$ cat src/rtl/assert_macros.svh
// Assertion macros for the decoder RTL.
`ifndef ASSERT_MACROS_SVH
`define ASSERT_MACROS_SVH

// Same-cycle implication, sampled on clk, off while rst_n is low.
`define ASSERT_IMPLIES(lbl, ante, cons) \
    lbl: assert property (@(posedge clk) disable iff (!rst_n) (ante) |-> (cons)) \
        else $error("same-cycle check failed");

// Next-cycle implication, sampled on clk, off while rst_n is low.
`define ASSERT_NEXT(lbl, ante, cons) \
    lbl: assert property (@(posedge clk) disable iff (!rst_n) (ante) |=> (cons)) \
        else $error("next-cycle check failed");

`endif

$ cat src/rtl/ppmfd_pkg.sv
// Constants and codes for the PPM sensor frame decoder.
package ppmfd_pkg;

    localparam int DUR_W      = 16;
    localparam int TOL_W      = 7;
    localparam int FRAME_BITS = 36;
    localparam int HUNT_LIMIT = 10;
    localparam int HUNT_W     = 4;
    localparam int BITPOS_W   = 6;
    localparam int ADDR_W     = 5;
    localparam int DATA_W     = 32;
    localparam int STATUS_W   = 3;
    localparam int ID_W       = 8;
    localparam int CHAN_W     = 3;
    localparam int TEMP_W     = 12;
    localparam int HUM_W      = 8;

    // d * 100 and nominal * (100 +/- tol) widths
    localparam int DUR100_W   = 23;
    localparam int PROD_W     = 24;

    // Register indices (byte address = 4 * index)
    localparam logic [2:0] REG_PULSE = 3'd0;
    localparam logic [2:0] REG_SHORT = 3'd1;
    localparam logic [2:0] REG_LONG  = 3'd2;
    localparam logic [2:0] REG_SYNC  = 3'd3;
    localparam logic [2:0] REG_TOL   = 3'd4;

    // Register reset values
    localparam logic [DUR_W-1:0] PULSE_RST = 16'd500;
    localparam logic [DUR_W-1:0] SHORT_RST = 16'd1000;
    localparam logic [DUR_W-1:0] LONG_RST  = 16'd2000;
    localparam logic [DUR_W-1:0] SYNC_RST  = 16'd4000;
    localparam logic [TOL_W-1:0] TOL_RST   = 7'd25;
    localparam logic [TOL_W-1:0] TOL_MAX   = 7'd100;

    // Decoder phase
    localparam logic [1:0] PH_IDLE = 2'd0;
    localparam logic [1:0] PH_HUNT = 2'd1;
    localparam logic [1:0] PH_BITS = 2'd2;
    localparam logic [1:0] PH_DONE = 2'd3;

    // Result status
    localparam logic [STATUS_W-1:0] ST_OK      = 3'd0;
    localparam logic [STATUS_W-1:0] ST_NO_SYNC = 3'd1;
    localparam logic [STATUS_W-1:0] ST_BAD_BIT = 3'd2;
    localparam logic [STATUS_W-1:0] ST_BAD_NIB = 3'd3;
    localparam logic [STATUS_W-1:0] ST_ZERO_ID = 3'd4;

    localparam logic [3:0] CONST_NIBBLE = 4'hF;

endpackage

$ cat src/rtl/ppm_sensor_frame_decoder.sv
// PPM sensor frame decoder: tolerance matching, sync hunt, 36-bit frame assembly and check.
//
// One mark/space pair is taken per clock whenever result_ready (or an empty result
// register) lets the pipeline move, so pairs can arrive back to back. A pair is accepted
// into the input register, then matched and decoded by combinational logic, and the
// result register loads at the next edge at which the pipeline moves, and a
// waiting result can hold the pipeline. At most one result is given per burst. Durations
// are matched without a divider: a value d lies in
// [floor(N*(100-t)/100), floor(N*(100+t)/100)] exactly when 100*d+99 >= N*(100-t) and
// 100*d <= N*(100+t), so the eight nominal*factor products are rebuilt from the
// configuration registers into flip-flops every cycle and each pair only needs a
// constant multiply by 100 and two compares per nominal. A tolerance above 100 is
// treated as 100. Configuration goes through the APB port (pready always high) and
// should be written only while no transaction is in flight; a pair may follow from the
// edge after the write.
`include "assert_macros.svh"

module ppm_sensor_frame_decoder
(
    input  logic                                  clk,
    input  logic                                  rst_n,
    // configuration port
    input  logic                                  psel,
    input  logic                                  penable,
    input  logic                                  pwrite,
    input  logic [ppmfd_pkg::ADDR_W-1:0]          paddr,
    input  logic [ppmfd_pkg::DATA_W-1:0]          pwdata,
    output logic [ppmfd_pkg::DATA_W-1:0]          prdata,
    output logic                                  pready,
    // pair channel
    input  logic                                  item_valid,
    output logic                                  item_ready,
    input  logic [ppmfd_pkg::DUR_W-1:0]           mark_us,
    input  logic [ppmfd_pkg::DUR_W-1:0]           space_us,
    input  logic                                  burst_first,
    input  logic                                  burst_last,
    // result channel
    output logic                                  result_valid,
    input  logic                                  result_ready,
    output logic [ppmfd_pkg::STATUS_W-1:0]        status,
    output logic [ppmfd_pkg::ID_W-1:0]            sensor_id,
    output logic                                  battery_good,
    output logic                                  test_flag,
    output logic [ppmfd_pkg::CHAN_W-1:0]          channel_number,
    output logic signed [ppmfd_pkg::TEMP_W-1:0]   temperature_tenths,
    output logic [ppmfd_pkg::HUM_W-1:0]           humidity_percent
);
    import ppmfd_pkg::*;

    // ---------------- configuration registers ----------------
    logic [DUR_W-1:0] pulse_nom_reg;
    logic [DUR_W-1:0] short_nom_reg;
    logic [DUR_W-1:0] long_nom_reg;
    logic [DUR_W-1:0] sync_nom_reg;
    logic [TOL_W-1:0] tol_reg;
    logic             cfg_wr;

    assign pready = 1'b1;
    assign cfg_wr = psel & penable & pwrite & pready;

    always_ff @(posedge clk or negedge rst_n)
    begin
        if (!rst_n)
        begin
            pulse_nom_reg <= PULSE_RST;
            short_nom_reg <= SHORT_RST;
            long_nom_reg  <= LONG_RST;
            sync_nom_reg  <= SYNC_RST;
            tol_reg       <= TOL_RST;
        end
        else if (cfg_wr)
        begin
            unique case (paddr[ADDR_W-1:2])
                REG_PULSE: pulse_nom_reg <= pwdata[DUR_W-1:0];
                REG_SHORT: short_nom_reg <= pwdata[DUR_W-1:0];
                REG_LONG:  long_nom_reg  <= pwdata[DUR_W-1:0];
                REG_SYNC:  sync_nom_reg  <= pwdata[DUR_W-1:0];
                REG_TOL:   tol_reg       <= pwdata[TOL_W-1:0];
                default:   ;
            endcase
        end
    end

    always_comb
    begin
        unique case (paddr[ADDR_W-1:2])
            REG_PULSE: prdata = DATA_W'(pulse_nom_reg);
            REG_SHORT: prdata = DATA_W'(short_nom_reg);
            REG_LONG:  prdata = DATA_W'(long_nom_reg);
            REG_SYNC:  prdata = DATA_W'(sync_nom_reg);
            REG_TOL:   prdata = DATA_W'(tol_reg);
            default:   prdata = '0;
        endcase
    end

    // ---------------- tolerance bounds, scaled by 100 ----------------
    logic [TOL_W-1:0]  tol_clamped;
    logic [TOL_W-1:0]  lo_factor;
    logic [7:0]        hi_factor;
    logic [PROD_W-1:0] pulse_lo_reg, pulse_hi_reg;
    logic [PROD_W-1:0] short_lo_reg, short_hi_reg;
    logic [PROD_W-1:0] long_lo_reg,  long_hi_reg;
    logic [PROD_W-1:0] sync_lo_reg,  sync_hi_reg;

    assign tol_clamped = (tol_reg > TOL_MAX) ? TOL_MAX : tol_reg;
    assign lo_factor   = TOL_MAX - tol_clamped;
    assign hi_factor   = 8'(TOL_MAX) + 8'(tol_clamped);

    always_ff @(posedge clk)
    begin
        pulse_lo_reg <= PROD_W'(pulse_nom_reg) * PROD_W'(lo_factor);
        pulse_hi_reg <= PROD_W'(pulse_nom_reg) * PROD_W'(hi_factor);
        short_lo_reg <= PROD_W'(short_nom_reg) * PROD_W'(lo_factor);
        short_hi_reg <= PROD_W'(short_nom_reg) * PROD_W'(hi_factor);
        long_lo_reg  <= PROD_W'(long_nom_reg)  * PROD_W'(lo_factor);
        long_hi_reg  <= PROD_W'(long_nom_reg)  * PROD_W'(hi_factor);
        sync_lo_reg  <= PROD_W'(sync_nom_reg)  * PROD_W'(lo_factor);
        sync_hi_reg  <= PROD_W'(sync_nom_reg)  * PROD_W'(hi_factor);
    end

    // ---------------- pipeline control ----------------
    // Whole pipeline moves together; the result register decouples the two sides.
    logic advance;
    logic result_valid_reg;

    assign advance    = !result_valid_reg || result_ready;
    assign item_ready = advance;

    // ---------------- input register, durations times 100 ----------------
    logic                s1_valid_reg;
    logic [DUR100_W-1:0] s1_mark100_reg;
    logic [DUR100_W-1:0] s1_space100_reg;
    logic                s1_first_reg;
    logic                s1_last_reg;

    always_ff @(posedge clk or negedge rst_n)
    begin
        if (!rst_n)
        begin
            s1_valid_reg <= 1'b0;
        end
        else if (advance)
        begin
            s1_valid_reg <= item_valid;
        end
    end

    always_ff @(posedge clk)
    begin
        if (advance)
        begin
            s1_mark100_reg  <= DUR100_W'(mark_us) * DUR100_W'(100);
            s1_space100_reg <= DUR100_W'(space_us) * DUR100_W'(100);
            s1_first_reg    <= burst_first;
            s1_last_reg     <= burst_last;
        end
    end

    // ---------------- range matches ----------------
    logic [PROD_W-1:0] mark_up, mark_dn, space_up, space_dn;
    logic              mark_ok, short_ok, long_ok, sync_ok;

    assign mark_dn  = PROD_W'(s1_mark100_reg);
    assign mark_up  = PROD_W'(s1_mark100_reg) + PROD_W'(99);
    assign space_dn = PROD_W'(s1_space100_reg);
    assign space_up = PROD_W'(s1_space100_reg) + PROD_W'(99);

    assign mark_ok  = (pulse_lo_reg <= mark_up)  && (mark_dn  <= pulse_hi_reg);
    assign short_ok = (short_lo_reg <= space_up) && (space_dn <= short_hi_reg);
    assign long_ok  = (long_lo_reg  <= space_up) && (space_dn <= long_hi_reg);
    assign sync_ok  = (sync_lo_reg  <= space_up) && (space_dn <= sync_hi_reg);

    // ---------------- decoder state and result ----------------
    logic [1:0]            phase_reg, phase_next;
    logic [HUNT_W-1:0]     hunt_reg, hunt_next;
    logic [BITPOS_W-1:0]   bitpos_reg, bitpos_next;
    logic [FRAME_BITS-1:0] frame_reg, frame_next;

    logic                  is_sync, is_short, is_long;
    logic                  bit_ok, bit_val;
    logic                  emit;
    logic [STATUS_W-1:0]   st;
    logic [ID_W-1:0]       id_v;
    logic                  batt_v, test_v;
    logic [CHAN_W-1:0]     chan_v;
    logic [TEMP_W-1:0]     temp_v;
    logic [HUM_W-1:0]      hum_v;

    assign is_sync  = mark_ok & sync_ok;
    assign is_short = mark_ok & short_ok;
    assign is_long  = mark_ok & long_ok;

    always_comb
    begin
        phase_next  = phase_reg;
        hunt_next   = hunt_reg;
        bitpos_next = bitpos_reg;
        frame_next  = frame_reg;
        bit_ok      = 1'b1;
        bit_val     = 1'b0;
        emit        = 1'b0;
        st          = ST_OK;
        id_v        = '0;
        batt_v      = 1'b0;
        test_v      = 1'b0;
        chan_v      = '0;
        temp_v      = '0;
        hum_v       = '0;

        if (s1_first_reg)
        begin
            phase_next  = PH_HUNT;
            hunt_next   = '0;
            bitpos_next = BITPOS_W'(FRAME_BITS - 1);
            frame_next  = '0;
        end

        unique case (phase_next)
            PH_HUNT:
            begin
                if (is_sync)
                begin
                    phase_next = PH_BITS;
                end
                else if (is_short || is_long)
                begin
                    hunt_next = hunt_next + HUNT_W'(1);
                    if (hunt_next >= HUNT_W'(HUNT_LIMIT))
                    begin
                        emit = 1'b1;
                        st   = ST_NO_SYNC;
                    end
                end
                else
                begin
                    emit = 1'b1;
                    st   = ST_NO_SYNC;
                end
                // burst ended before any frame bit
                if (!emit && s1_last_reg)
                begin
                    emit = 1'b1;
                    st   = (phase_next == PH_BITS) ? ST_BAD_BIT : ST_NO_SYNC;
                end
            end
            PH_BITS:
            begin
                // long gap tested first; final bit accepts any gap
                if (is_long)
                begin
                    bit_val = 1'b1;
                end
                else if (is_short)
                begin
                    bit_val = 1'b0;
                end
                else if (bitpos_next == '0 && mark_ok)
                begin
                    bit_val = 1'b0;
                end
                else
                begin
                    bit_ok = 1'b0;
                end

                if (!bit_ok)
                begin
                    emit = 1'b1;
                    st   = ST_BAD_BIT;
                end
                else
                begin
                    frame_next = {frame_next[FRAME_BITS-2:0], bit_val};
                    if (bitpos_next == '0)
                    begin
                        emit = 1'b1;
                        if (frame_next[11:8] != CONST_NIBBLE)
                        begin
                            st = ST_BAD_NIB;
                        end
                        else if (frame_next[35:28] == '0)
                        begin
                            st = ST_ZERO_ID;
                        end
                        else
                        begin
                            st     = ST_OK;
                            id_v   = frame_next[35:28];
                            batt_v = frame_next[27];
                            test_v = frame_next[26];
                            chan_v = CHAN_W'(frame_next[25:24]) + CHAN_W'(1);
                            temp_v = frame_next[23:12];
                            hum_v  = frame_next[7:0];
                        end
                    end
                    else
                    begin
                        bitpos_next = bitpos_next - BITPOS_W'(1);
                        if (s1_last_reg)
                        begin
                            emit = 1'b1;
                            st   = ST_BAD_BIT;
                        end
                    end
                end
            end
            PH_IDLE, PH_DONE:
            begin
            end
            default:
            begin
            end
        endcase

        if (emit)
        begin
            phase_next = PH_DONE;
        end
    end

    always_ff @(posedge clk or negedge rst_n)
    begin
        if (!rst_n)
        begin
            phase_reg        <= PH_IDLE;
            hunt_reg         <= '0;
            bitpos_reg       <= BITPOS_W'(FRAME_BITS - 1);
            frame_reg        <= '0;
            result_valid_reg <= 1'b0;
        end
        else if (advance)
        begin
            result_valid_reg <= s1_valid_reg & emit;
            if (s1_valid_reg)
            begin
                phase_reg  <= phase_next;
                hunt_reg   <= hunt_next;
                bitpos_reg <= bitpos_next;
                frame_reg  <= frame_next;
            end
        end
    end

    logic [STATUS_W-1:0] status_reg;
    logic [ID_W-1:0]     id_reg;
    logic                batt_reg, test_reg;
    logic [CHAN_W-1:0]   chan_reg;
    logic [TEMP_W-1:0]   temp_reg;
    logic [HUM_W-1:0]    hum_reg;

    always_ff @(posedge clk)
    begin
        if (advance)
        begin
            status_reg <= st;
            id_reg     <= id_v;
            batt_reg   <= batt_v;
            test_reg   <= test_v;
            chan_reg   <= chan_v;
            temp_reg   <= temp_v;
            hum_reg    <= hum_v;
        end
    end

    assign result_valid       = result_valid_reg;
    assign status             = status_reg;
    assign sensor_id          = id_reg;
    assign battery_good       = batt_reg;
    assign test_flag          = test_reg;
    assign channel_number     = chan_reg;
    assign temperature_tenths = signed'(temp_reg);
    assign humidity_percent   = hum_reg;

    // ---------------- assertions ----------------
    `ASSERT_IMPLIES(a_fail_fields_zero, result_valid && status != ST_OK,
        sensor_id == '0 && !battery_good && !test_flag && channel_number == '0 &&
        temperature_tenths == '0 && humidity_percent == '0)
    `ASSERT_IMPLIES(a_ok_has_id_and_channel, result_valid && status == ST_OK,
        sensor_id != '0 && channel_number != '0)
    `ASSERT_IMPLIES(a_hunt_below_limit, phase_reg == PH_HUNT,
        hunt_reg < HUNT_W'(HUNT_LIMIT))
    `ASSERT_NEXT(a_result_only_from_pair, !s1_valid_reg && advance, !result_valid)

endmodule
$ cat config.mk
export PLATFORM = sky130hd
export DESIGN_NAME = ppm_sensor_frame_decoder
export DESIGN_NICKNAME = d
export VERILOG_FILES = /design/src/rtl/ppmfd_pkg.sv /design/src/rtl/ppm_sensor_frame_decoder.sv
export VERILOG_INCLUDE_DIRS = /design/src /design/src/rtl
export SDC_FILE = /design/constraint.sdc
export NUM_CORES = 2
export LEC_CHECK = 0
export BUFFER_PORTS_ARGS = -buffer_cell sky130_fd_sc_hd__buf_2
export CAP_MARGIN = 10
export CORE_AREA = 2 2 291 293
export DETAILED_ROUTE_END_ITERATION = 7
export DIE_AREA = 0 0 293 295
export HOLD_SLACK_MARGIN = 0.1
export PLACE_DENSITY = 0.86
export SLEW_MARGIN = 20
export SYNTH_ARGS = -nofsm -noshare
export SYNTH_HDL_FRONTEND = slang
export SYNTH_SLANG_ARGS = --single-unit
$ cat constraint.sdc
create_clock -name clk -period 8.55 [get_ports clk]
set_input_delay 0.855 -clock clk [delete_from_list [all_inputs] [get_ports clk]]
set_output_delay 0.855 -clock clk [all_outputs]
set_load 0.05 [all_outputs]
==> impl_metrics.json <==
{
  "largest_register_ffs": 35,
  "chipWidth_um": 293,
  "h-tree-depth": 2,
  "synth_seq_cells": 384,
  "synth_cell_type_count": 86,
  "finalSetupViolCount": 0,
  "vias": 38000,
  "period_minus_slack_ns": 8.08,
  "root_buffer": "clkbuf_16",
  "cts_tree": "built",
  "grt_pass1_vias": 39900,
  "fmax_ghz": 0.124,
  "hold_viol": 0,
  "cp_max_fo": 18,
  "cp_slowest_cell": "dfrtp_1",
  "path_buf_inv": 7,
  "synth_ff_type": "dfxtp_1",
  "cts_setup_buffers": 0,
  "synthCells": 5364,
  "worstSetupStartpoint": "tol_reg[6]",
  "min_path_type": "input pin to async pin",
  "post-route-period-util_pct": 94.5,
  "synth_area_um2": 49700,
  "die_area_um2": 86400,
  "slew_headroom_pct": 27.4,
  "synth_edf_count": 80,
  "worstSkewPairLatency_ns": 0.61,
  "numPortBuffers": 113,
  "yosysTopAreaCell": "fa_1",
  "grt_pass1_wl_um": 203000,
  "grt_usage_pct": 29.3,
  "async_flop_share_pct": 31.3,
  "critPathTopFamily": "compound AO/OA/AOI/OAI gates",
  "postRouteAntennaNets": 0,
  "clock-sinks": 384,
  "synth.area.top_cells": "fa_1 26%, ha_1 16%, and2_1 8.3%",
  "maxSlewViolCount": 0,
  "clk_pin_slew_ns": 0.06,
  "synth-seq-area-share_pct": 18.4,
  "yosysTopAreaCellShare_pct": 25.5,
  "setup.worst_path.class": "register to register",
  "critPathArrivalTime_ns": 8.60,
  "hold_buffers": 0,
  "cts_made_buffers": 46,
  "ios": 149,
  "gp_congestion": 0.918,
  "drv_cap": 0,
  "grt_max_degree": 62,
  "area_growth_pct": 6.71,
  "antenna_found_initial": 4,
  "nets": 6717,
  "endpoint_kind": "register",
  "start_kind": "register",
  "rsz0062_at_grt": "false",
  "core_um2": 83200,
  "dr.pass1.iters": 6,
  "place_hpwl_um": 93000,
  "wl_per_cell_um": 19.0,
  "rows": 106,
  "yosys_warnings": 0,
  "setup_tns_ns": 0,
  "drive_gt1_share_pct": 7.57,
  "ctsResizeCount": 0,
  "slowest_delay_ns": 0.70,
  "clk_path_buf_depth": 3,
  "wirelength_um": 123000,
  "viasPerCell": 5.85,
  "drt_iter0_markers": 3003,
  "avgSynthCellArea_um2": 9.26,
  "start_util_pct": 59.7,
  "cp.required_ns": 9.08,
  "skew_ns": 0.0447,
  "die_h_um": 295,
  "worst_slew_pin_slew_ns": 1.09,
  "nFillCells": 6329,
  "status": "completed",
  "grt_overflow": 0,
  "route.detailed.drc": 0,
  "rr_startpoint": "tol_reg[6]"
}
cells by family after synthesis:
group,Yosys count,share of synthesized area (%)
other,2,0.0151
multiplexers,92,2.28
buffers and inverters,1200,9.22
XOR/XNOR,201,3.54
AO/OA/AOI/OAI,594,8.09
AND/OR/NAND/NOR,1632,17.2
adder cells (fa/ha/maj),1259,41.3
flip-flops,384,18.4
cells in the final DEF, fill, tap and decap left out, types with 22 or more instances in the layout:
| cell type | count |
|---|---|
| nand4_1 | 39 |
| nor3_1 | 73 |
| nor2_1 | 174 |
| fa_1 | 634 |
| nand3_1 | 77 |
| buf_4 | 46 |
| o21ai_0 | 92 |
| or3_1 | 27 |
| and3_1 | 22 |
| o211ai_1 | 22 |
| dfstp_2 | 30 |
| xor2_1 | 58 |
| inv_1 | 992 |
| nor2b_1 | 38 |
| and2_1 | 662 |
| mux2_2 | 79 |
| edfxtp_1 | 80 |
| dfrtp_1 | 90 |
| o21a_1 | 40 |
| a21oi_1 | 157 |
| a211oi_1 | 33 |
| dfxtp_1 | 184 |
| xnor2_1 | 139 |
| a21o_1 | 54 |
| o221ai_1 | 33 |
| buf_2 | 112 |
| nand2_1 | 442 |
| clkbuf_16 | 52 |
| ha_1 | 623 |
per-layer routing:
metal  track usage, %  routed length, µm  up-vias
li1                 -                  -    17200
met1             37.0              48600    18800
met2             48.9              57500     1609
met3             6.01              11200      378
met4             12.7               5920        2
met5                0                 10        -
cells in the mapped netlist, types with 40 or more instances:
master,instances
nor3_1,73
nor2_1,175
fa_1,634
ha_1,625
nor2b_1,40
dfxtp_1,184
and2_1,662
a21oi_1,158
o21a_1,40
xnor2_1,140
xor2_1,61
nand2_1,442
nand3_1,77
clkbuf_1,186
inv_1,992
edfxtp_1,80
o21ai_0,92
a21o_1,54
mux2_2,79
dfrtp_1,90
through the flow:
step | cells | worst slack, ns | utilization (%) | hold slack (ns) | area (µm²)
2_1_floorplan | 5379 | 1.37 | - | 0.456 | 49700
3_3_place_gp | 6412 | 0.833 | 61.7 | 0.469 | 51300
3_5_place_dp | 6412 | 0.643 | 61.7 | 0.492 | 51300
4_1_cts | 6497 | 0.562 | 63.7 | 0.381 | 53000
5_1_grt | 6497 | 0.0407 | 63.7 | 0.433 | 53000
6_report | 6500 | 0.472 | 63.7 | 0.365 | 53000
worst register-to-register path: cells and delay by family, from the launching register on:
kind / cells / cell delay, ns
AO/OA/AOI/OAI: 10 / 2.68
adder cells (fa/ha/maj): 6 / 2.14
buffers and inverters: 7 / 0.92
AND/OR/NAND/NOR: 4 / 0.79
XOR/XNOR: 2 / 0.78
flip-flops: 1 / 0.70
area by class of cell:
class / count / area, µm² / share of cell area [%]
timing repair buffer: 160 / 946 / 1.78
sequential: 384 / 9130 / 17.2
inverter: 993 / 3730 / 7.03
multi-input combinational: 3795 / 36200 / 68.3
clock inverter: 27 / 304 / 0.574
clock buffer: 58 / 1350 / 2.55
tap: 1080 / 1350 / 2.55
antenna: 3 / 7.51 / 0.0142
path summary, 6_finish.rpt:
| path | to | slack (ns) | cells past startpoint |
|---|---|---|---|
| max | pulse_lo_reg[21] | 0.47 | 29 |
| min | frame_reg[33] | 0.37 | 1 |
| min in group clk | s1_last_reg | 0.46 | 1 |
| max in group asynchronous | short_nom_reg[0] | 6.90 | 2 |
| min reg2reg | frame_reg[4] | 0.50 | 2 |
| max reg2reg | pulse_lo_reg[21] | 0.47 | 29 |
Power is not shown: default switching activity piles up to over one toggle a cycle in this logic, so the estimate is an artifact.
